<file path="config.mk">
export PLATFORM = sky130hd
export DESIGN_NAME = psm_spiral
export DESIGN_NICKNAME = d
export VERILOG_FILES = /design/src/rtl/psm_pkg.sv /design/src/rtl/psm_spiral.sv
export SDC_FILE = /design/constraint.sdc
export NUM_CORES = 1
export LEC_CHECK = 0
export ABC_CLOCK_PERIOD_IN_PS = 7600
export BUFFER_PORTS_ARGS = -buffer_cell sky130_fd_sc_hd__buf_2
export CAP_MARGIN = 20
export CORE_ASPECT_RATIO = 1.75
export CORE_UTILIZATION = 45
export CTS_BUF_LIST = sky130_fd_sc_hd__clkbuf_4
export CTS_CLUSTER_DIAMETER = 50
export DETAILED_ROUTE_END_ITERATION = 7
export PLACE_DENSITY = 0.71
export SYNTH_ARGS = -nofsm -noshare
export SYNTH_HDL_FRONTEND = slang
export SYNTH_SLANG_ARGS = --single-unit
</file>
<file path="constraint.sdc">
create_clock -name clk -period 7.6 [get_ports clk]
set_input_delay 0.38 -clock clk [delete_from_list [all_inputs] [get_ports clk]]
set_output_delay 0.38 -clock clk [all_outputs]
set_load 0.02 [all_outputs]
</file>
<file path="src/rtl/psm_pkg.sv">
// shared types and constants for the prime spiral cell mapper
package psm_pkg;

  localparam int MAX_SIZE    = 127;
  localparam int SIEVE_DEPTH = 16384;
  localparam int START_LIMIT = 50;

  localparam int MAP_AW = $clog2(SIEVE_DEPTH);
  localparam int I_W    = MAP_AW / 2 + 2;
  localparam int SQ_W   = 2 * I_W;

  localparam int SIZE_W  = 7;
  localparam int START_W = 8;
  localparam int COORD_W = 7;
  localparam int NUM_W   = 14;
  localparam int CFG_IW  = 2;
  localparam int CFG_DW  = 8;

  typedef enum logic [CFG_IW-1:0] {
    REG_SPIRAL_SIZE = 2'd0,
    REG_START_VALUE = 2'd1
  } psm_reg_t;

  typedef enum logic [1:0] {
    STAT_OK         = 2'd0,
    STAT_BAD_START  = 2'd1,
    STAT_EVEN_SIZE  = 2'd2,
    STAT_OUTSIDE    = 2'd3
  } psm_status_t;

  typedef struct packed {
    logic [COORD_W-1:0] row;
    logic [COORD_W-1:0] col;
  } psm_in_t;

  typedef struct packed {
    logic [NUM_W-1:0] cell_number;
    logic             is_prime;
    psm_status_t      status;
  } psm_out_t;

  typedef struct packed {
    logic              rd_en;
    logic [MAP_AW-1:0] rd_addr;
    logic              wr_en;
    logic [MAP_AW-1:0] wr_addr;
    logic              wr_data;
  } psm_mem_req_t;

  typedef enum logic [2:0] {
    ST_IDLE,
    ST_SIEVE,
    ST_CALC,
    ST_READ,
    ST_DONE
  } psm_state_t;

  typedef enum logic [2:0] {
    SV_IDLE,
    SV_INIT,
    SV_RD,
    SV_CHK,
    SV_MARK
  } psm_sieve_state_t;

endpackage

</file>
<file path="src/rtl/psm_spiral.sv">
// closed-form spiral placement, two register stages
module psm_spiral (
  input  logic                        clk,
  input  logic                        load,
  input  logic [psm_pkg::SIZE_W-1:0]  size,
  input  logic [psm_pkg::START_W-1:0] start_value,
  input  logic [psm_pkg::COORD_W-1:0] row,
  input  logic [psm_pkg::COORD_W-1:0] col,
  output logic [psm_pkg::NUM_W-1:0]   num
);
  import psm_pkg::*;

  logic [SIZE_W-2:0]  c;
  logic signed [8:0]  dx, dy;
  logic [7:0]         ax, ay;
  logic signed [8:0]  dx_r, dy_r;
  logic [7:0]         k_r;
  logic [7:0]         tw;
  logic [15:0]        base;
  logic signed [11:0] ks, term;
  logic signed [17:0] sum;
  logic [NUM_W-1:0]   num_r;
  logic [NUM_W-1:0]   num_nxt_w;

  // stage 1: offsets from the centre and ring index
  assign c  = size[SIZE_W-1:1];
  assign dx = $signed({2'b00, col}) - $signed({3'b000, c});
  assign dy = $signed({3'b000, c}) - $signed({2'b00, row});
  assign ax = dx[8] ? 8'(-dx) : 8'(dx);
  assign ay = dy[8] ? 8'(-dy) : 8'(dy);

  always_ff @(posedge clk) begin
    if (load) begin
      dx_r <= dx;
      dy_r <= dy;
      k_r  <= (ax > ay) ? ax : ay;
    end
    num_r <= num_nxt_w;
  end

  // stage 2: inner square area plus position along the ring
  assign tw   = (k_r << 1) - 8'd1;
  assign base = 16'(tw) * 16'(tw);
  assign ks   = $signed({4'b0000, k_r});

  always_comb begin
    priority if (k_r == '0) begin
      term = '0;
    end else if (12'(dx_r) == ks && 12'(dy_r) > -ks) begin
      term = 12'(dy_r) + ks - 12'sd1;
    end else if (12'(dy_r) == ks) begin
      term = 12'sd3 * ks - 12'sd1 - 12'(dx_r);
    end else if (12'(dx_r) == -ks) begin
      term = 12'sd5 * ks - 12'sd1 - 12'(dy_r);
    end else begin
      term = 12'sd7 * ks - 12'sd1 + 12'(dx_r);
    end
  end

  assign sum = (k_r == '0) ? $signed({10'b0, start_value})
             : $signed({2'b00, base}) + 18'(term) + $signed({10'b0, start_value});
  assign num_nxt_w = sum[NUM_W-1:0];
  assign num       = num_r;

endmodule

</file>
==> results.md <==
- CP delay by family, top: adder cells
- FFs w/ async S/R, synth: 0%
- Hold Crit Class: input pin to register
- Vias in the first global route: 7589
- Vias per cell: 5.47
- # DRC: 1
- Failing checks: DRC
- Most numerous cell on the critical path: inv_1
- Die Footprint: 19300 µm²
- Post-synthesis cell count: 1005
- I/O pin total: 45
- Clock Tree Buf Depth: 2
- Quantity of hold-fixing buffers added after cts: 0
- Layout Utilization: 50.9%
- Met2 wire length: 12100 µm
- Crit path time final: 7.33 ns
- Mux cell area share after synthesis: 1.56%
- Fin cells: 1305
- CTS H-tree depth: 2
- Maximum clock rate: 136 MHz
- Register bit total from synthesis: 38
- Ys Warns: 0
- XOR/XNOR share of the synthesized area: 9.62%
- Routed vias: 7144
- CTS tree: yes
- Synth unique cells: 65
- Wire per inst: 16.5 µm
- Metal-1 WL: 7230 µm
- Pre-antenna DRT Iters: 7
- Largest net degree at the start of global routing: 27
- Final setup fails: 0
- Post-route ant nets: 0
- Largest family of logic cells by synthesized area: adder cells
- CP max stage delay: 0.51 ns
- # Max-Cap Violations: 0
- Initial antenna violation count: 1
- Worst setup path category: register to register
- Final wirelength: 21600 µm
- Fin. Hold Viols: 0
- Critical Path Start Type: register
- Grt total ovfl: 0
- Clock Sinks: 38
- Critical-path top delay cell: fa_1
- Fin nets: 1326
- EDFF count, synth: 24
- DIE WIDTH: 105 µm
- Sequential share of the synthesized area: 11.9%
- Slew Limit Fails: 0
- Crit path required time: 7.92 ns
- Core Area: 18100 µm²
- Clock-pin transition on the worst setup and hold timing paths: 0.17 ns
- Slew at the pin closest to its max-slew limit: 0.974 ns
- Synth Net Count: 1262
- Syn avg cell area: 8.38 µm²
- Area Growth Syn to Fin: 9.59%
- Top layer in use: met4
- PortBufs: 43
- Post-synthesis compound-gate area fraction: 14.4%
- Routed wl met3: 670 µm
- Detailed Route Iter0 Violations: 341
- Detailed placer's ending HPWL: 18700 µm
- Period utilization: 96.4%
- Root Buffer: clkbuf_4
- Synth Cell Area: 8420 µm²
- Share of post-route cells with drive strength above 1: 9.53%
- Placed insts: 1296
- GRT Total Usage: 23.4%
- Post-Synth Adder-Cell Area: 39.6%
- Starting Density: 46.4%
- Post-Synth Simple-Gate Area: 12.0%
- Worst clock skew: 0.0317 ns
- Slew HR: 34.6%
- Arr. time, crit path: 7.64 ns
- Row count: 65
- CTS Buf Count: 5
- Buf/Inv on CP: 7
- Highest net fanout along the worst path: 5
- Status: finished with violations
- CP Capture Type: register
- Fill cell count: 1719
- Clk Latency, worst-skew pair: 0.41 ns
- Final GP Congestion: 0.962
- First-pass GRT wire length: 35100 µm
- Die Height: 183 µm
- Synth Flop Type: edfxtp_1
[layout by cell type, fill, tap and decap left out, types with 4 or more instances in the layout]
master,synthesis,routed
a211oi_1,6,5
a21o_1,9,9
a21oi_1,61,59
a31oi_1,8,8
and3_1,7,7
buf_2,5,43
buf_4,0,28
clkbuf_4,0,5
dfxtp_1,14,14
edfxtp_1,24,24
fa_1,68,68
ha_1,158,155
inv_1,226,224
mux2i_1,12,12
nand2_1,48,48
nand2b_1,12,12
nand3_1,11,11
nand3b_1,4,4
nor2_1,61,61
nor2b_1,10,10
nor3_1,21,21
nor4_1,6,6
o211ai_1,8,8
o21a_1,7,7
o21ai_0,43,42
o21bai_1,11,11
o31a_1,4,4
o31ai_1,5,5
or2_2,4,4
or3_1,6,6
xnor2_1,64,64
xor2_1,24,24
[per-layer routing]
layer	vias to the layer above	global-route usage (%)
met5	-	0
met4	0	14.9
met3	93	2.27
met2	203	48.5
met1	3400	20.7
li1	3448	-
[worst paths after layout]
| kind | start | to | slack, ns | depth (start not counted) |
|---|---|---|---|---|
| setup / recovery | k_r[1] | num[13] | 0.27 | 30 |
| hold / removal | start_value[1] | num[1] | 0.18 | 3 |
| hold reg to reg | dx_r[0] | num[0] | 1.14 | 6 |
| setup reg to reg | k_r[1] | num[13] | 0.27 | 30 |
[kinds of logic (layout without fill, tap and decap cells)]
family | Yosys count | count (layout)
adder cells (fa/ha/maj) | 226 | 226
buffers and inverters | 240 | 305
other | 1 | 2
AND/OR/NAND/NOR | 205 | 205
AO/OA/AOI/OAI | 192 | 192
multiplexers | 13 | 13
flip-flops | 38 | 38
XOR/XNOR | 90 | 90
[stage by stage]
step                hold WS (ns)  TNS (ns)  setup slack [ns]  area, µm²
floorplan                  0.479         0             0.459       8420
finish                     0.178         0             0.272       9230
global placement           0.603         0             0.241       9070
CTS                        0.185         0             0.110       9180
global route               0.197   -0.0232           -0.0232       9230
detailed placement         0.612         0             0.128       9070
[timing repair]
| item | 4_1_cts | 5_1_grt |
|---|---|---|
| hold endpoints to repair | 0 | 0 |
| setup endpoints to repair | 0 | 3 |
| resized for setup | 0 | 11 |
| buffers inserted | 0 | 0 |
[layout make-up]
class,instances,area (µm²),area share (%)
Timing Repair Buffer,71,425,4.61
Inverter,226,848,9.19
Clock inverter,3,68.8,0.746
Clock buffer,5,37.5,0.407
Tap cell,234,293,3.17
Multi-Input combinational cell,727,6550,71.0
Sequential cell,38,1000,10.8
Antenna cell,1,2.50,0.0271
[synthesized netlist by cell type, types with 12 or more instances]
library cell | n | area share, %
mux2i_1 | 12 | 1.4
nor2_1 | 61 | 2.7
o21ai_0 | 43 | 2.6
inv_1 | 226 | 10
ha_1 | 158 | 23
xor2_1 | 24 | 2.5
a21oi_1 | 61 | 3.6
edfxtp_1 | 24 | 8.6
dfxtp_1 | 14 | 3.3
nand2_1 | 48 | 2.1
nand2b_1 | 12 | 0.89
xnor2_1 | 64 | 6.7
fa_1 | 68 | 16
nor3_1 | 21 | 1.2
[worst register-to-register path: cells and delay by family (launching register included)]
family                   cells  cell delay, ns
XOR/XNOR                     2            0.31
multiplexers                 1            0.09
adder cells (fa/ha/maj)     10            4.05
AO/OA/AOI/OAI                5            1.16
AND/OR/NAND/NOR              5            0.78
flip-flops                   1            0.40
buffers and inverters        7            0.46
[registers in the layout, indices dropped and copies added (netlist names)]
name  flops
num      14
k_r       8
dx_r      8
dy_r      8
Power is not shown: default switching activity piles up to over one toggle a cycle in this logic, so the estimate is an artifact.
