File: config.mk
export PLATFORM = sky130hd
export DESIGN_NAME = psm_sieve
export DESIGN_NICKNAME = d
export VERILOG_FILES = /design/src/rtl/psm_pkg.sv /design/src/rtl/psm_sieve.sv
export SDC_FILE = /design/constraint.sdc
export NUM_CORES = 1
export LEC_CHECK = 0
export ABC_AREA = 0
export BUFFER_PORTS_ARGS = -buffer_cell sky130_fd_sc_hd__buf_2
export CAP_MARGIN = 5
export CORE_MARGIN = 4
export CORE_UTILIZATION = 35
export DETAILED_ROUTE_END_ITERATION = 16
export MAX_ROUTING_LAYER = met4
export SKIP_LAST_GASP = 1
export SLEW_MARGIN = 10
export SYNTH_ARGS = -nofsm -noshare
export SYNTH_HDL_FRONTEND = slang
export SYNTH_SLANG_ARGS = --single-unit
File: constraint.sdc
create_clock -name clk -period 10.2 [get_ports clk]
set_clock_uncertainty 0.2 [all_clocks]
set_input_delay 2.04 -clock clk [delete_from_list [all_inputs] [get_ports clk]]
set_output_delay 2.04 -clock clk [all_outputs]
set_load 0.02 [all_outputs]
File: src/rtl/psm_pkg.sv
// shared types and constants for the prime spiral cell mapper
package psm_pkg;

  localparam int MAX_SIZE    = 127;
  localparam int SIEVE_DEPTH = 16384;
  localparam int START_LIMIT = 50;

  localparam int MAP_AW = $clog2(SIEVE_DEPTH);
  localparam int I_W    = MAP_AW / 2 + 2;
  localparam int SQ_W   = 2 * I_W;

  localparam int SIZE_W  = 7;
  localparam int START_W = 8;
  localparam int COORD_W = 7;
  localparam int NUM_W   = 14;
  localparam int CFG_IW  = 2;
  localparam int CFG_DW  = 8;

  typedef enum logic [CFG_IW-1:0] {
    REG_SPIRAL_SIZE = 2'd0,
    REG_START_VALUE = 2'd1
  } psm_reg_t;

  typedef enum logic [1:0] {
    STAT_OK         = 2'd0,
    STAT_BAD_START  = 2'd1,
    STAT_EVEN_SIZE  = 2'd2,
    STAT_OUTSIDE    = 2'd3
  } psm_status_t;

  typedef struct packed {
    logic [COORD_W-1:0] row;
    logic [COORD_W-1:0] col;
  } psm_in_t;

  typedef struct packed {
    logic [NUM_W-1:0] cell_number;
    logic             is_prime;
    psm_status_t      status;
  } psm_out_t;

  typedef struct packed {
    logic              rd_en;
    logic [MAP_AW-1:0] rd_addr;
    logic              wr_en;
    logic [MAP_AW-1:0] wr_addr;
    logic              wr_data;
  } psm_mem_req_t;

  typedef enum logic [2:0] {
    ST_IDLE,
    ST_SIEVE,
    ST_CALC,
    ST_READ,
    ST_DONE
  } psm_state_t;

  typedef enum logic [2:0] {
    SV_IDLE,
    SV_INIT,
    SV_RD,
    SV_CHK,
    SV_MARK
  } psm_sieve_state_t;

endpackage

File: src/rtl/psm_sieve.sv
// sieve of eratosthenes sequencer over the prime bit map
module psm_sieve (
  input  logic                      clk,
  input  logic                      rst_n,
  input  logic                      start,
  input  logic [psm_pkg::MAP_AW-1:0] lim,
  input  logic                      rd_data,
  output psm_pkg::psm_mem_req_t     mem_req,
  output logic                      busy,
  output logic                      done
);
  import psm_pkg::*;

  psm_sieve_state_t  state_r, state_nxt;
  logic [I_W-1:0]    i_r, i_nxt;
  logic [MAP_AW:0]   j_r, j_nxt;
  logic [SQ_W-1:0]   sq;
  logic              sq_over;
  logic [MAP_AW:0]   j_step;
  logic              j_over;
  logic              init_last;

  assign sq        = SQ_W'(i_r) * SQ_W'(i_r);
  assign sq_over   = sq > SQ_W'(lim);
  assign j_step    = j_r + (MAP_AW + 1)'(i_r);
  assign j_over    = j_step > {1'b0, lim};
  assign init_last = j_r[MAP_AW-1:0] == lim;

  always_ff @(posedge clk) begin
    if (!rst_n) begin
      state_r <= SV_IDLE;
    end else begin
      state_r <= state_nxt;
    end
    i_r <= i_nxt;
    j_r <= j_nxt;
  end

  // next state
  always_comb begin
    state_nxt = state_r;
    unique case (state_r)
      SV_IDLE: if (start) state_nxt = SV_INIT;
      SV_INIT: if (init_last) state_nxt = SV_RD;
      SV_RD:   state_nxt = sq_over ? SV_IDLE : SV_CHK;
      SV_CHK:  state_nxt = rd_data ? SV_MARK : SV_RD;
      SV_MARK: if (j_over) state_nxt = SV_RD;
      default: state_nxt = SV_IDLE;
    endcase
  end

  // counters
  always_comb begin
    i_nxt = i_r;
    j_nxt = j_r;
    unique case (state_r)
      SV_IDLE: begin
        i_nxt = I_W'(2);
        j_nxt = '0;
      end
      SV_INIT: j_nxt = j_r + 1'b1;
      SV_RD:   j_nxt = (MAP_AW + 1)'(sq);
      SV_CHK:  if (!rd_data) i_nxt = i_r + 1'b1;
      SV_MARK: begin
        j_nxt = j_step;
        if (j_over) i_nxt = i_r + 1'b1;
      end
      default: begin
        i_nxt = i_r;
        j_nxt = j_r;
      end
    endcase
  end

  // outputs
  always_comb begin
    mem_req = '0;
    busy    = state_r != SV_IDLE;
    done    = 1'b0;
    unique case (state_r)
      SV_IDLE: ;
      SV_INIT: begin
        mem_req.wr_en   = 1'b1;
        mem_req.wr_addr = j_r[MAP_AW-1:0];
        mem_req.wr_data = j_r >= (MAP_AW + 1)'(2);
      end
      SV_RD: begin
        mem_req.rd_en   = !sq_over;
        mem_req.rd_addr = MAP_AW'(i_r);
        done            = sq_over;
      end
      SV_CHK: ;
      SV_MARK: begin
        mem_req.wr_en   = 1'b1;
        mem_req.wr_addr = j_r[MAP_AW-1:0];
        mem_req.wr_data = 1'b0;
      end
      default: ;
    endcase
  end

endmodule

==> results of run 1 <==
path summary, 6_finish.rpt:
kind,startpoint,to,depth (start not counted),slack (ps)
worst min-delay path,state_r[2],state_r[1],1,420
worst max-delay path,i_r[6],mem_req[30],22,1360
worst min register to register,state_r[2],state_r[1],1,420
worst max register to register,i_r[6],state_r[1],21,3500
state kept, by name, summed over array words and instances (netlist names):
| register | count |
|---|---|
| state_r | 3 |
| j_r | 15 |
| i_r | 9 |
Yosys cell counts (7+ instances only):
library cell  instances  share of area [%]
clkbuf_1             22                1.6
a21o_1                7                1.0
xor2_1               18                3.0
and2_1               18                2.1
o21ai_0              22                2.1
inv_1                97                6.9
nand3_1              14                1.3
nand2_1              44                3.1
fa_1                 34                 13
ha_1                 75                 18
a21oi_1              32                3.0
nand4_1              10                1.2
nor2_1               66                4.7
xnor2_1              39                6.5
nor2b_1              14                1.7
edfxtp_1             24                 14
o21a_1                7                1.0
cells by family (layout without fill, tap and decap cells):
logic type	Yosys count	after routing	synth area share, %
AOI/OAI and AO/OA	131	131	16.9
xor gates and xnor gates	57	57	9.45
adders and majority gates	109	109	30.7
buffers and inverters	126	149	9.34
DFF	27	27	14.8
muxes	2	2	0.379
other	1	5	0.0710
and+or+nand+nor	198	198	18.4
cell type report:
cell class / instances / area (um2) / share of cell area, %
repair buffers: 47 / 240 / 4.20
multi-input cells: 502 / 4020 / 70.3
flip-flops and latches: 27 / 781 / 13.6
clock inverters: 1 / 8.76 / 0.153
clock buffers: 3 / 75.1 / 1.31
inverters: 98 / 368 / 6.43
well taps: 184 / 230 / 4.02
per-stage QoR:
step	util (%)	area [um2]	instances	hold slack, ps	setup WS, ps
final	39.1	5720	862	423	1360
after global routing	39.1	5720	862	436	814
after CTS	39.1	5720	862	412	1350
after detailed placement	38.5	5640	858	393	1670
after global placement	38.5	5640	858	387	1780
after floorplan	-	5300	655	323	2450
routing by layer:
layer | routed length [um] | vias to the layer above | GRT usage (%)
li1 | - | 2258 | -
met4 | 146 | 0 | 2.60
met2 | 6790 | 134 | 28.9
met5 | 0 | - | -
met3 | 898 | 11 | 1.10
met1 | 6560 | 2168 | 24.6
worst max-delay path, cell delays in order, from the launching register on:
cell	delay (ps)
edfxtp_1	690
inv_1	300
nor2_1	290
fa_1	490
fa_1	520
fa_1	540
inv_1	50
fa_1	550
inv_1	50
ha_1	330
a21oi_1	180
o211ai_1	180
a31oi_1	280
o21bai_1	100
xor2_1	180
ha_1	330
nand4_1	120
nor4_1	280
o21ai_0	220
nor4_4	310
inv_2	70
nor2_1	90
buf_2	180
==> results.sh, run 1 <==
export IMPL_coreArea_um2=14600
export IMPL_synth_async_sr_flop_share_pct=0
export IMPL_rsz0062_at_grt="no"
export IMPL_avgSynthCellArea_um2=8.11
export IMPL_tns_ps=0
export IMPL_slew_headroom_pct=23.1
export IMPL_crit_arrival_ps=6600
export IMPL_ys_warn_count=0
export IMPL_synthCells=651
export IMPL_synth_area_um2=5280
export IMPL_grt_ovfl_total=0
export IMPL_clock_path_buffers=2
export IMPL_synth_yosys_seq_area_share_pct=14.8
export IMPL_drc_errors=0
export IMPL_nets=806
export IMPL_cts_clk_slew_worst_paths_ps=90
export IMPL_worst_pin_slew_ps=1150
export IMPL_path_class="reg2out"
export IMPL_cts_tree="yes"
export IMPL_root_buffer="clkbuf_16"
export IMPL_vias_per_cell=5.30
export IMPL_path_max_fanout=13
export IMPL_grt_pass1_vias=4438
export IMPL_hold_violations=0
export IMPL_antenna_cells=0
export IMPL_drt_wl_total_mm=14.4
export IMPL_fillers=1547
export IMPL_io_buffers=45
export IMPL_synthFlopType="edfxtp_1"
export IMPL_grtUsageTotal_pct=17.6
export IMPL_layout_common_cells="inv_1, ha_1, nor2_1, buf_2, nand2_1"
export IMPL_synth_cell_types=59
export IMPL_dieHeight_um=131
export IMPL_fin_crit_ps=8840
export IMPL_antenna_found_initial=0
export IMPL_first_pass_iters=5
export IMPL_areaGrowthSynthToFinish_pct=8.41
export IMPL_crit_path_end_kind="output pin"
export IMPL_grt_pass1_wl_mm=23.0
export IMPL_worstSkewPairLatency_ps=280
export IMPL_status="finished clean"
export IMPL_h_tree_depth=1
export IMPL_slew_violations=0
export IMPL_maxCapViolCount=0
export IMPL_initial_core_util_pct=36.1
export IMPL_setup_viol=0
export IMPL_hp_class="reg2reg"
export IMPL_synth_edf_count=24
export IMPL_layout_commonest_cell="inv_1"
export IMPL_worst_setup_path_start_kind="flop"
export IMPL_cts_buffers=3
export IMPL_ant_nets=0
export IMPL_die_x_um=131
export IMPL_die_area_um2=17100
export IMPL_hpwl_mm=12.0
export IMPL_num_rows=44
export IMPL_post_cts_buffers=0
export IMPL_min_period_over_period_pct=86.7
export IMPL_fmax_mhz=113
export IMPL_postCtsHoldBufs=0
export IMPL_yosys_register_bits=27
export IMPL_vias=4571
export IMPL_crit_required_ps=7960
export IMPL_grt_max_degree=28
export IMPL_cts_sinks=27
export IMPL_ios=51
export IMPL_drive_gt1_share_pct=9.29
export IMPL_drt_wirelength_per_cell_um=16.7
export IMPL_finalWeightedCongestion=0.921
export IMPL_drt_iter0_drc=413
export IMPL_cts_resized=0
Power of run 1 is left out: the tool's default activity adds up to more than one toggle a clock period on the data nets, which glitch-free logic cannot reach.
==> inputs of run 2 (changes only) <==
- PLACE_DENSITY: not set -> 0.61
==> run 2 against run 1 <==
Net effect: global-route usage grew 0.24 points; core utilization barely moved; first-iteration DRC count shrank 22%; hold slack worse by 7.7 ps.
==> results.sh, run 2 (synthesis results as in run 1) <==
export IMPL_path_delay_family="adder cells"
export IMPL_layout_common_cells="inv_1, ha_1, nor2_1, buf_2, nand2_1"
export IMPL_clock_path_buffers=2
export IMPL_holdCritStartpoint="state_r[2]"
export IMPL_vias_per_cell=5.32
export IMPL_fmax_mhz=115
export IMPL_grtUsageTotal_pct=17.9
export IMPL_path_buf_inv=5
export IMPL_cp_slowest_cell="edfxtp_1"
export IMPL_crit_path_end_kind="output pin"
export IMPL_postCtsHoldBufs=0
export IMPL_largest_reg_flops=15
export IMPL_layout_commonest_cell="inv_1"
export IMPL_drt_iter0_drc=324
export IMPL_nets=806
export IMPL_cp_cell_sequence="inv_1 -> nor2_1 -> fa_1 -> fa_1 -> fa_1 -> inv_1 -> fa_1 -> inv_1 -> ha_1 -> a21oi_1 -> o211ai_1 -> a31oi_1 -> o21bai_1 -> xor2_1 -> ha_1 -> a21oi_1 -> o21ai_0 -> a21oi_1 -> o21ai_0 -> nor4_4 -> inv_2 -> nor2_1 -> buf_2"
export IMPL_drt_wirelength_per_cell_um=16.7
export IMPL_reg_top3="j_r x15, i_r x9, state_r x3"
export IMPL_grt_max_degree=18
export IMPL_hpwl_mm=12.0
export IMPL_status="finished clean"
export IMPL_reg2reg_depth=22
export IMPL_num_rows=44
export IMPL_die_x_um=131
export IMPL_crit_required_ps=7960
export IMPL_grt_ovfl_total=0
export IMPL_initial_core_util_pct=36.1
export IMPL_min_period_over_period_pct=85.6
export IMPL_antenna_cells=0
export IMPL_cts_sinks=27
export IMPL_critical_path_max_stage_delay_ps=680
export IMPL_areaGrowthSynthToFinish_pct=8.32
export IMPL_ant_nets=0
export IMPL_io_buffers=45
export IMPL_cts_clk_slew_worst_paths_ps=80
export IMPL_r2r_slack_ps=3650
export IMPL_cts_resized=0
export IMPL_h_tree_depth=1
export IMPL_rr_endpoint="state_r[1]"
export IMPL_hold_path_depth=1
export IMPL_coreArea_um2=14600
export IMPL_setup_viol=0
export IMPL_path_max_fanout=13
export IMPL_finalWeightedCongestion=0.908
export IMPL_rsz0062_at_grt="no"
export IMPL_hold_violations=0
export IMPL_tns_ps=0
export IMPL_worstSkewPairLatency_ps=270
export IMPL_crit_path_frequent_cell="fa_1"
export IMPL_cts_tree="yes"
export IMPL_drive_gt1_share_pct=9.14
export IMPL_vias=4589
export IMPL_maxCapViolCount=0
export IMPL_r2r_start="i_r[6]"
export IMPL_path_class="reg2out"
export IMPL_grt_pass1_wl_mm=23.4
export IMPL_antenna_found_initial=0
export IMPL_worst_setup_path_start_kind="flop"
export IMPL_post_cts_buffers=0
export IMPL_fin_crit_ps=8730
export IMPL_worst_pin_slew_ps=1160
export IMPL_grt_pass1_vias=4508
export IMPL_fillers=1542
export IMPL_drt_wl_total_mm=14.4
export IMPL_die_area_um2=17100
export IMPL_dieHeight_um=131
export IMPL_ios=51
export IMPL_hp_class="reg2reg"
export IMPL_min_to="state_r[1]"
export IMPL_first_pass_iters=5
export IMPL_slew_headroom_pct=22.7
export IMPL_drc_errors=0
export IMPL_root_buffer="clkbuf_16"
export IMPL_cts_buffers=3
export IMPL_crit_arrival_ps=6490
export IMPL_regMostFlops="j_r"
export IMPL_slew_violations=0
[run 2: cell count changes in the layout (fill, tap and decap cells not counted), sizes merged]
cell	change
inv	-1
clkbuf	+1
[run 2: cell type report]
cell class                 count  area (um2)  area share (%)
clock buffer                   4        78.8            1.38
inverter                      98         368            6.43
multi-input combinational    502        4020            70.3
sequential                    27         781            13.7
tap                          184         230            4.03
timing repair buffer          47         240            4.20
[run 2: metrics by stage]
stage | util (%) | setup slack, ps | instances | hold slack [ps] | cell area (um2)
4_1_cts | 39.1 | 1450 | 862 | 407 | 5720
3_5_place_dp | 38.5 | 1780 | 858 | 396 | 5640
2_1_floorplan | - | 2450 | 655 | 323 | 5300
3_3_place_gp | 38.5 | 1770 | 858 | 403 | 5640
6_report | 39.1 | 1470 | 862 | 415 | 5720
5_1_grt | 39.1 | 886 | 862 | 459 | 5720
[run 2: how the worst max path moves through the flow]
stage          startpoint          end  slack (ps)  cells past startpoint
2_1_floorplan      i_r[7]  mem_req[30]        2450                     25
3_3_place_gp       i_r[6]  mem_req[30]        1770                     23
3_5_place_dp       i_r[6]  mem_req[30]        1780                     23
4_1_cts            i_r[6]  mem_req[30]        1450                     23
5_1_grt            i_r[6]  mem_req[30]         890                     22
6_report           i_r[6]  mem_req[30]        1470                     23
[run 2: layer usage]
metal | up-vias | wire (um) | global-route usage (%)
met5 | - | 0 | -
met4 | 0 | 97 | 2.06
met3 | 8 | 761 | 2.24
met2 | 126 | 6800 | 29.4
met1 | 2193 | 6750 | 24.5
li1 | 2262 | - | -
Power of run 2 is left out for the same reason.
