**src/rtl/psm_ram.sv**
```systemverilog
// generic single-write, single-read ram with registered read
module psm_ram #(
  parameter int WIDTH = 1,
  parameter int DEPTH = 16
) (
  input  logic                     clk,
  input  logic                     wr_en,
  input  logic [$clog2(DEPTH)-1:0] wr_addr,
  input  logic [WIDTH-1:0]         wr_data,
  input  logic                     rd_en,
  input  logic [$clog2(DEPTH)-1:0] rd_addr,
  output logic [WIDTH-1:0]         rd_data
);

  logic [WIDTH-1:0] mem [DEPTH];

  always_ff @(posedge clk) begin
    if (wr_en) begin
      mem[wr_addr] <= wr_data;
    end
    if (rd_en) begin
      rd_data <= mem[rd_addr];
    end
  end

endmodule

```
**config.mk**
```make
export PLATFORM = sky130hd
export DESIGN_NAME = psm_ram
export DESIGN_NICKNAME = d
export VERILOG_FILES = /design/src/rtl/psm_ram.sv
export SDC_FILE = /design/constraint.sdc
export NUM_CORES = 1
export LEC_CHECK = 0
export ABC_AREA = 1
export BUFFER_PORTS_ARGS = -buffer_cell sky130_fd_sc_hd__clkbuf_2
export CAP_MARGIN = 10
export CELL_PAD_IN_SITES_DETAIL_PLACEMENT = 2
export CELL_PAD_IN_SITES_GLOBAL_PLACEMENT = 2
export CORE_MARGIN = 1
export CORE_UTILIZATION = 32
export DETAILED_ROUTE_END_ITERATION = 10
export PLACE_DENSITY = 0.78
export SYNTH_ARGS = -nofsm -noshare
export SYNTH_HDL_FRONTEND = slang
export SYNTH_SLANG_ARGS = --single-unit
```
**constraint.sdc**
```tcl
create_clock -name clk -period 1 [get_ports clk]
set_input_delay 0.15 -clock clk [delete_from_list [all_inputs] [get_ports clk]]
set_output_delay 0.15 -clock clk [all_outputs]
set_load 0.005 [all_outputs]
```
==> impl_metrics.csv, run 1 <==
group,metric,value,unit
pwr,irDropWorstVdd,463,µV
setup_path,crit_start,"mem[5]",
floorplanning,die-area,2890,µm²
logic_synthesis,syn-cell-area,857,µm²
clock_tree,clk_pin_slew_worst_paths,0.10,ns
layout,area_delta_synth_final,18.8,%
pwr,clock_power_share,26.9,%
clock_tree,postCtsHoldBufs,0,
layout,fillers,293,
floorplanning,fp.coreArea,2500,µm²
layout,layout.nets,124,
drt,vias,672,
setup_path,arrival,1.11,ns
setup_path,critical_path.max_stage_delay,0.38,ns
flow_run,drv_cap,0,
placement,dpl.hpwl,1760,µm
clock_tree,htreeDepth,1,
grt,grt_max_degree,17,
drt,totalWireLength,2070,µm
floorplanning,start_util,34.3,%
clock_tree,clk_path_buf_depth,2,
logic_synthesis,syn_inst,96,
setup_path,cp_max_fo,1,
logic_synthesis,synth_nets,108,
layout,final_layout_size_suffix_gt1_share,29.7,%
sta,hold_viol,0,
pwr,p_comb_share,12.1,%
setup_path,cp-end-kind,"flip-flop",
placement,gp_congestion,0.728,
logic_synthesis,synth_cell_type_count,10,
floorplanning,num_rows,18,
pwr,power,1.32,mW
sta,finClkSkew,0.00890,ns
setup_path,reg2reg_slack,-0.05,ns
grt,grt_pass1_vias,698,
setup_path,path_cells,"inv_1, nand2_1, nand3_2, nand3_2, nand3_2, nand2_1",
setup_path,crit_top_cell,"nand3_2",
floorplanning,die-height,53.8,µm
setup_path,reg2reg_to,"rd_data",
clock_tree,clock-root-buffer,"clkbuf_4",
sta,min_period_over_period,105,%
floorplanning,io_pins,13,
pwr,netSwitchingFraction,24.2,%
pwr,power_density,1300,nW/µm²
sta,setup_viol,1,
worst_hold_path,hp-class,"in -> reg",
drt,drt_iter0_drc,6,
logic_synthesis,synth-seq-cells,17,
sta,rsz0062_at_grt,"true",
drt,drc,0,
layout,antenna_cells,0,
layout,ff_latch_area,510,µm²
pwr,intPower,1.00,mW
sta,max_freq,954,MHz
grt,grt_usage,15.9,%
setup_path,critPathCapture,"rd_data",
sta,timing.final.max_slew_violations,0,
pwr,power_switching,320,µW
logic_synthesis,seq_area_frac_synth,59.6,%
drt,wire_per_inst,14.7,µm
run_status,violations,"setup timing",
pwr,seqPwrFrac,60.9,%
pwr,p_leak,0.458,nW
setup_path,worst_setup_path_start_kind,"flip-flop",
clock_tree,cts_tree,"done",
setup_path,crit_required,1.06,ns
layout,layout_commonest_cell,"nand2_1",
logic_synthesis,yosys_warnings,0,
setup_path,slowest_stage,"edfxtp_1",
sta,setup_tns,-0.0483,ns
setup_path,path_class,"reg -> reg",
run_status,status,"complete, but fails checks",
floorplanning,die_w,53.8,µm
grt,grt_pass1_wl,3140,µm
sta,setup_ws,-0.0483,ns
clock_tree,cts.sinks,17,
placement,port_buffers,12,
sta,max-slew-margin-rel,82.1,%
layout,mostFrequentLayoutCells,"23 x nand2_1, 17 x inv_1, 17 x edfxtp_1",
drt,vias_per_cell,4.77,
grt,antenna_found_initial,0,
layout,multiInputGateArea,297,µm²
sta,fin_crit,1.05,ns
logic_synthesis,avgSynthCellArea,8.93,µm²
drt,antenna_left,0,
clock_tree,clock_latency,0.29,ns
clock_tree,cts_buffers,3,
clock_tree,post_cts_buffers,0,
worst_hold_path,holdPathStages,1,
sta,worst_pin_slew,0.266,ns
drt,dr.pass1.iters,2,
grt,grt_overflow,0,
setup_path,worstReg2RegStart,"mem[5]",
setup_path,rr_worst_depth,6,
## state kept, by name, indices dropped and copies added (netlist names)
signal	cells
mem	16
rd_data	1
## worst min-delay path by stage
stage | from | end
after CTS | rd_en | rd_data
after global routing | rd_en | rd_data
final | rd_en | rd_data
after floorplan | wr_data | mem[0]
after detailed placement | rd_en | rd_data
after global placement | rd_en | rd_data
## worst max-delay path, delay by kind of cell (launching register included)
family	cells	cell delay (ns)
buf+inv	1	0.07
flops	1	0.38
simple gates	5	0.39
## metal layers
metal | GRT usage [%] | wire [µm] | share of wire (%)
met4 | 5.26 | 19 | 0.92
met2 | 31.7 | 1210 | 59
met1 | 16.9 | 795 | 38
met5 | 0 | 0 | 0
met3 | 1.69 | 41 | 2.0
## area by class of cell
| type | instances | area share [%] |
|---|---|---|
| clock buffers | 3 | 2.21 |
| multi-input cells | 57 | 29.1 |
| flip-flops and latches | 17 | 50.1 |
| inverters | 21 | 8.48 |
| clock inverters | 1 | 0.491 |
| well taps | 30 | 3.69 |
| repair buffers | 12 | 5.90 |
## kinds of logic after synthesis
group                  Yosys count  synth area share [%]
AND/OR/NAND/NOR                 57                  29.1
buffers and inverters           22                  11.4
flip-flops                      17                  59.6
## power groups by stage
stage	Sequential [mW]	Combinational [mW]	Clock (mW)
2_1_floorplan	0.822	0.0824	0
3_3_place_gp	0.822	0.136	0
6_report	0.806	0.161	0.356
3_5_place_dp	0.823	0.146	0
5_1_grt	0.808	0.180	0.398
4_1_cts	0.806	0.147	0.372
## through the flow
stage                     cells  hold WS (ns)  area [µm²]  setup slack [ns]  util, %
final                       141        0.0587        1020           -0.0483     40.7
after global routing        141        0.0428        1020            -0.115     40.7
after detailed placement    137         0.356         943            -0.107     37.7
after global placement      137         0.355         943           -0.0543     37.7
after CTS                   141        0.0439         971           -0.0685     38.8
after floorplan              96         0.249         857            0.0723        -
## synthesized netlist by cell type
cell	n	area [µm²]
buf_6	1	11.3
nand2_2	3	18.8
nor3_1	8	40.0
inv_1	19	71.3
inv_8	1	11.3
inv_2	1	3.75
nor2_1	8	30.0
nand3_1	14	70.1
nand2_1	24	90.1
edfxtp_1	17	510
## timing repair
action,in CTS,in global routing
pin swaps,5,4
setup endpoints to repair,1,1
gates resized for setup,0,12
(Power assumes the default switching activity.)
==> run 2, diff against run 1 <==
--- a/config.mk
+++ b/config.mk
@@ -8,8 +8,9 @@
 export ABC_AREA = 1
 export BUFFER_PORTS_ARGS = -buffer_cell sky130_fd_sc_hd__clkbuf_2
 export CAP_MARGIN = 10
-export CELL_PAD_IN_SITES_DETAIL_PLACEMENT = 2
+export CELL_PAD_IN_SITES_DETAIL_PLACEMENT = 1
 export CELL_PAD_IN_SITES_GLOBAL_PLACEMENT = 2
+export CORE_ASPECT_RATIO = 1.4
 export CORE_MARGIN = 1
 export CORE_UTILIZATION = 32
 export DETAILED_ROUTE_END_ITERATION = 10
==> run 2 against run 1 <==
  * The flow still finishes with violations (setup timing)
  * Power is 1.6% lower
  * Non-clock buffer count is the same
  * Critical path depth did not move
  * Via count is 2.5% lower
  * Core utilization shrank 0.16 points
  * Final cell count is 2.8% higher
  * Routed wire length shrank 13%
  * Clock power fell by 3%
  * Clock skew rose by 0.0065 ns
==> impl_metrics.csv, run 2 (synthesized netlist as in run 1, its figures left out) <==
group,metric,value,unit
run_status,status,"complete, but fails checks",
run_status,violations,"setup timing",
sta,setup_ws,-0.0330,ns
sta,fin_crit,1.03,ns
layout,mostFrequentLayoutCells,"23 x nand2_1, 19 x inv_1, 17 x edfxtp_1",
sta,max_freq,968,MHz
setup_path,worst_setup_path_start_kind,"flip-flop",
floorplanning,die-height,63.2,µm
clock_tree,htreeDepth,1,
placement,dpl_worst_slack,-0.0832,ns
drt,wire_per_inst,12.5,µm
grt,grt_busiest_layer,"met2",
floorplanning,io_pins,13,
clock_tree,cts.sinks,17,
clock_tree,clock-root-buffer,"clkbuf_4",
floorplanning,start_util,34.7,%
layout,top_regs,"mem (16), rd_data (1)",
grt,met2_usage,25.5,%
sta,hold_slack,0.0559,ns
drt,drt_iter0_drc,7,
worst_hold_path,holdPathStages,1,
clock_tree,postCtsHoldBufs,0,
layout,largest_register_ff_count,16,
sta,min_period_over_period,103,%
drt,drc,0,
setup_path,reg2reg_to,"rd_data",
placement,port_buffers,12,
grt,use_met1,14.9,%
layout,layout.nets,124,
sta,rsz0062_at_grt,"true",
setup_path,crit_required,1.05,ns
drt,dr.pass1.iters,4,
worst_hold_path,hold_path_end,"rd_data",
clock_tree,cts_buffers,3,
grt,grt_overflow,0,
setup_path,critical_path.max_stage_delay,0.38,ns
clock_tree,cts_tree,"done",
sta,finClkSkew,0.0154,ns
sta,setup_viol,1,
layout,regMostFlops,"mem",
floorplanning,num_rows,21,
setup_path,cp-end-kind,"flip-flop",
sta,hold_viol,0,
clock_tree,clock_latency,0.29,ns
setup_path,rr_worst_depth,6,
setup_path,arrival,1.09,ns
drt,vias,655,
sta,timing.final.max_slew_violations,0,
placement,placed_cell_area,948,µm²
clock_tree,clk_pin_slew_worst_paths,0.10,ns
drt,antenna_left,0,
floorplanning,die-area,2890,µm²
setup_path,crit_top_cell,"nand2_1",
grt,grt_pass1_vias,711,
layout,layout_commonest_cell,"nand2_1",
layout,final_layout_size_suffix_gt1_share,23.4,%
worst_hold_path,hp-class,"in -> reg",
floorplanning,die_w,45.7,µm
pwr,irDropWorstVdd,522,µV
sta,worst_pin_slew,0.259,ns
layout,antenna_cells,0,
layout,finalInstanceArea,1000,µm²
pwr,p_leak,0.450,nW
sta,max-slew-margin-rel,82.7,%
grt,grt_pass1_wl,2990,µm
layout,finalNonFillerCells,145,
grt,antenna_found_initial,0,
setup_path,worstReg2RegStart,"mem[13]",
drt,totalWireLength,1810,µm
floorplanning,fp.coreArea,2470,µm²
grt,grt_max_degree,17,
clock_tree,clk_path_buf_depth,2,
layout,fin_util,40.6,%
worst_hold_path,hp-start,"rd_en",
setup_path,slowest_stage,"edfxtp_1",
grt,grt_usage,15.2,%
setup_path,path_cells,"nand2_2, nand2_1, nand2_1, nand3_1, nand3_1, nand2_1",
drt,vias_per_cell,4.52,
placement,dpl.hpwl,1520,µm
setup_path,path_class,"reg -> reg",
grt,use_met3,1.72,%
setup_path,cp_max_fo,1,
placement,dpl.cell_count,141,
pwr,power_density,1300,nW/µm²
flow_run,drv_cap,0,
layout,area_delta_synth_final,16.9,%
placement,gp_congestion,0.815,
setup_path,reg2reg_slack,-0.03,ns
## run 2: changes by cell type in the layout (fill, tap and decap cells not counted)
cell	change
clkbuf_1	+1
nand3_2	-4
inv_1	+2
nand3_1	+4
clkinv_2	-1
inv_2	-2
## run 2: power by group
part	internal (mW)	switching, mW	total, mW
clock	0.155	0.193	0.347
sequential	0.801	0.00446	0.806
combinational	0.0499	0.0988	0.149
total	1.01	0.296	1.30
## run 2: repair_timing
| action | in CTS | in global routing |
|---|---|---|
| pin swaps | 9 | 5 |
| resized for setup | 1 | 5 |
| setup endpoints to repair | 1 | 1 |
| setup buffers | 0 | 0 |
## run 2: final cells by class
class | instances | area, µm²
clock buffers | 4 | 26.3
fillers | 314 | 1470
inverters | 21 | 86.3
multi-input cells | 57 | 277
flip-flops and latches | 17 | 510
well taps | 34 | 42.5
repair buffers | 12 | 60.1
## run 2: worst max-delay path by stage
stage	startpoint	endpoint	slack (ns)	depth (start not counted)
6_report	mem[13]	rd_data	-0.03	6
5_1_grt	mem[0]	rd_data	-0.09	6
4_1_cts	mem[4]	rd_data	-0.007	6
3_5_place_dp	rd_addr[0]	rd_data	-0.08	6
3_3_place_gp	rd_addr[0]	rd_data	-0.06	6
2_1_floorplan	mem[6]	rd_data	0.07	6
## run 2: metal layers
layer	wire, µm	vias to the layer above
li1	-	336
met1	635	292
met2	982	19
met3	58	8
met4	129	0
met5	0	-
## run 2: worst max-delay path: cells and delay by family (launching register included)
| kind | cells | cell delay (ns) |
|---|---|---|
| and+or+nand+nor | 6 | 0.44 |
| DFF | 1 | 0.38 |
## run 2: per-stage QoR
| stage | power, mW | TNS [ns] |
|---|---|---|
| 2_1_floorplan | 0.904 | 0 |
| 3_3_place_gp | 0.957 | -0.0649 |
| 3_5_place_dp | 0.964 | -0.0832 |
| 4_1_cts | 1.32 | -0.00661 |
| 5_1_grt | 1.36 | -0.0901 |
| 6_report | 1.30 | -0.0330 |
==> run 3, diff against run 2 <==
--- a/config.mk
+++ b/config.mk
@@ -10,7 +10,6 @@
 export CAP_MARGIN = 10
 export CELL_PAD_IN_SITES_DETAIL_PLACEMENT = 1
 export CELL_PAD_IN_SITES_GLOBAL_PLACEMENT = 2
-export CORE_ASPECT_RATIO = 1.4
 export CORE_MARGIN = 1
 export CORE_UTILIZATION = 32
 export DETAILED_ROUTE_END_ITERATION = 10
==> run 3 against run 2 <==
  * The flow still finishes with violations (setup timing)
  * Count of clock-buffer cells in the layout stayed put
  * Clock power is 3% lower
  * First-iteration DRC count is 29% lower
  * Routed wire length down 7.5%
  * Core utilization hardly changed
  * Final cell count down 2.8%
  * Combinational power rose by 3%
  * Via count up 0.61%
  * Sequential power barely moved
  * Sequential share of layout area down 0.63 points
  * Critical path depth is the same
  * Largest power group unchanged
==> impl_metrics.csv, run 3 (synthesized netlist as in run 1, its figures left out) <==
group,metric,value,unit
floorplanning,start_util,34.3,%
grt,grt_pass1_vias,657,
run_status,violations,"setup timing",
setup_path,rr_worst_depth,6,
sta,hold_viol,0,
layout,regMostFlops,"mem",
grt,grt_max_degree,17,
pwr,seqPwrFrac,62.2,%
setup_path,reg2reg_to,"rd_data",
setup_path,crit_required,1.05,ns
placement,gp_congestion,0.728,
clock_tree,postCtsHoldBufs,0,
grt,antenna_found_initial,0,
sta,min_period_over_period,103,%
floorplanning,fp.coreArea,2500,µm²
sta,setup_ws,-0.0267,ns
grt,grt_pass1_wl,2700,µm
pwr,netSwitchingFraction,22.1,%
run_status,status,"complete, but fails checks",
drt,wire_per_inst,11.9,µm
layout,mostFrequentLayoutCells,"22 x nand2_1, 18 x inv_1, 17 x edfxtp_1",
layout,layout.nets,124,
layout,fillers,300,
pwr,intPower,1.01,mW
sta,max_freq,974,MHz
layout,layout_commonest_cell,"nand2_1",
sta,rsz0062_at_grt,"true",
sta,worst_pin_slew,0.243,ns
pwr,power,1.29,mW
floorplanning,io_pins,13,
layout,area_delta_synth_final,18.4,%
clock_tree,clk_pin_slew_worst_paths,0.09,ns
floorplanning,num_rows,18,
clock_tree,clock-root-buffer,"clkbuf_4",
drt,vias,659,
clock_tree,clock_latency,0.28,ns
clock_tree,post_cts_buffers,0,
pwr,power_density,1280,nW/µm²
pwr,irDropWorstVdd,566,µV
clock_tree,cts.sinks,17,
layout,final_layout_size_suffix_gt1_share,27.9,%
sta,finClkSkew,0.00730,ns
sta,max-slew-margin-rel,83.8,%
setup_path,cp_max_fo,1,
setup_path,crit_top_cell,"nand3_2",
setup_path,arrival,1.08,ns
clock_tree,cts_tree,"done",
clock_tree,cts_buffers,3,
floorplanning,die-height,53.8,µm
sta,hold_slack,0.0644,ns
layout,antenna_cells,0,
drt,antenna_left,0,
flow_run,drv_cap,0,
setup_path,reg2reg_slack,-0.03,ns
drt,vias_per_cell,4.67,
setup_path,worstReg2RegStart,"mem[10]",
setup_path,crit_start,"mem[10]",
placement,placed_cell_area,943,µm²
sta,setup_tns,-0.0267,ns
drt,totalWireLength,1670,µm
setup_path,slowest_stage,"edfxtp_1",
sta,fin_crit,1.03,ns
setup_path,path_cells,"inv_1, nand2_1, nand3_2, nand3_2, nand3_2, nand2_2",
layout,largest_register_ff_count,16,
layout,top_regs,"mem (16), rd_data (1)",
setup_path,critical_path.max_stage_delay,0.37,ns
setup_path,worst_setup_path_start_kind,"flip-flop",
floorplanning,die-area,2890,µm²
pwr,power_switching,286,µW
setup_path,path_class,"reg -> reg",
drt,drt_iter0_drc,5,
setup_path,cp-end-kind,"flip-flop",
clock_tree,clk_path_buf_depth,2,
pwr,p_leak,0.455,nW
setup_path,critPathCapture,"rd_data",
worst_hold_path,hp-class,"in -> reg",
layout,fin_util,40.6,%
clock_tree,htreeDepth,1,
drt,drc,0,
pwr,clock_power_share,25.9,%
layout,ff_latch_area,510,µm²
pwr,p_comb_share,11.9,%
sta,timing.final.max_slew_violations,0,
sta,setup_viol,1,
grt,grt_overflow,0,
grt,grt_usage,13.7,%
placement,port_buffers,12,
floorplanning,die_w,53.8,µm
layout,finalInstanceArea,1010,µm²
placement,dpl.hpwl,1370,µm
drt,dr.pass1.iters,3,
layout,multiInputGateArea,294,µm²
run 3: cell count changes in the layout (fill, tap and decap cells not counted):
| cell | before | now |
|---|---|---|
| nand2_2 | 4 | 5 |
| inv_2 | 1 | 2 |
| nand2_1 | 23 | 22 |
| nand3_2 | 5 | 8 |
| nand3_1 | 9 | 6 |
| inv_1 | 19 | 18 |
run 3: how the worst min path moves through the flow:
| stage | to | cells past startpoint | startpoint | slack (ns) |
|---|---|---|---|---|
| floorplan | mem[0] | 0 | wr_data | 0.25 |
| global placement | rd_data | 1 | rd_en | 0.35 |
| detailed placement | rd_data | 1 | rd_en | 0.36 |
| CTS | rd_data | 1 | rd_en | 0.06 |
| global route | rd_data | 1 | rd_en | 0.05 |
| finish | rd_data | 1 | rd_en | 0.06 |
run 3: power groups by stage:
stage | Clock [mW] | Combinational, mW | Sequential [mW]
2_1_floorplan | 0 | 0.0824 | 0.822
3_3_place_gp | 0 | 0.136 | 0.822
3_5_place_dp | 0 | 0.138 | 0.822
4_1_cts | 0.354 | 0.138 | 0.806
5_1_grt | 0.378 | 0.176 | 0.808
6_report | 0.335 | 0.154 | 0.805
run 3: through the flow:
| step | setup slack, ns | instances |
|---|---|---|
| floorplan | 0.0723 | 96 |
| detailed placement | -0.0714 | 137 |
| finish | -0.0267 | 141 |
| global route | -0.106 | 141 |
| CTS | -0.0332 | 141 |
| global placement | -0.0543 | 137 |
run 3: worst max-delay path, delay by kind of cell (launching register included):
family	cells	cell delay, ns
buf+inv	1	0.06
simple gates	5	0.36
flops	1	0.37
run 3: area by class of cell:
type	count	share of cell area (%)
clock buffers	4	2.59
inverters	21	8.51
multi-input cells	57	29.0
flip-flops and latches	17	50.3
well taps	30	3.70
repair buffers	12	5.92
run 3: what timing repair did:
action,4_1_cts,5_1_grt
hold endpoints to repair,0,0
gates cloned,0,0
resized for setup,1,10
setup endpoints to repair,1,1
pin swaps,6,6
run 3: layer usage:
metal,GRT usage (%),part of all wire (%),vias up
li1,-,-,338
met1,14.6,40,301
met2,25.5,54,15
met3,2.54,3.1,5
met4,6.58,2.3,0
met5,0,0,-
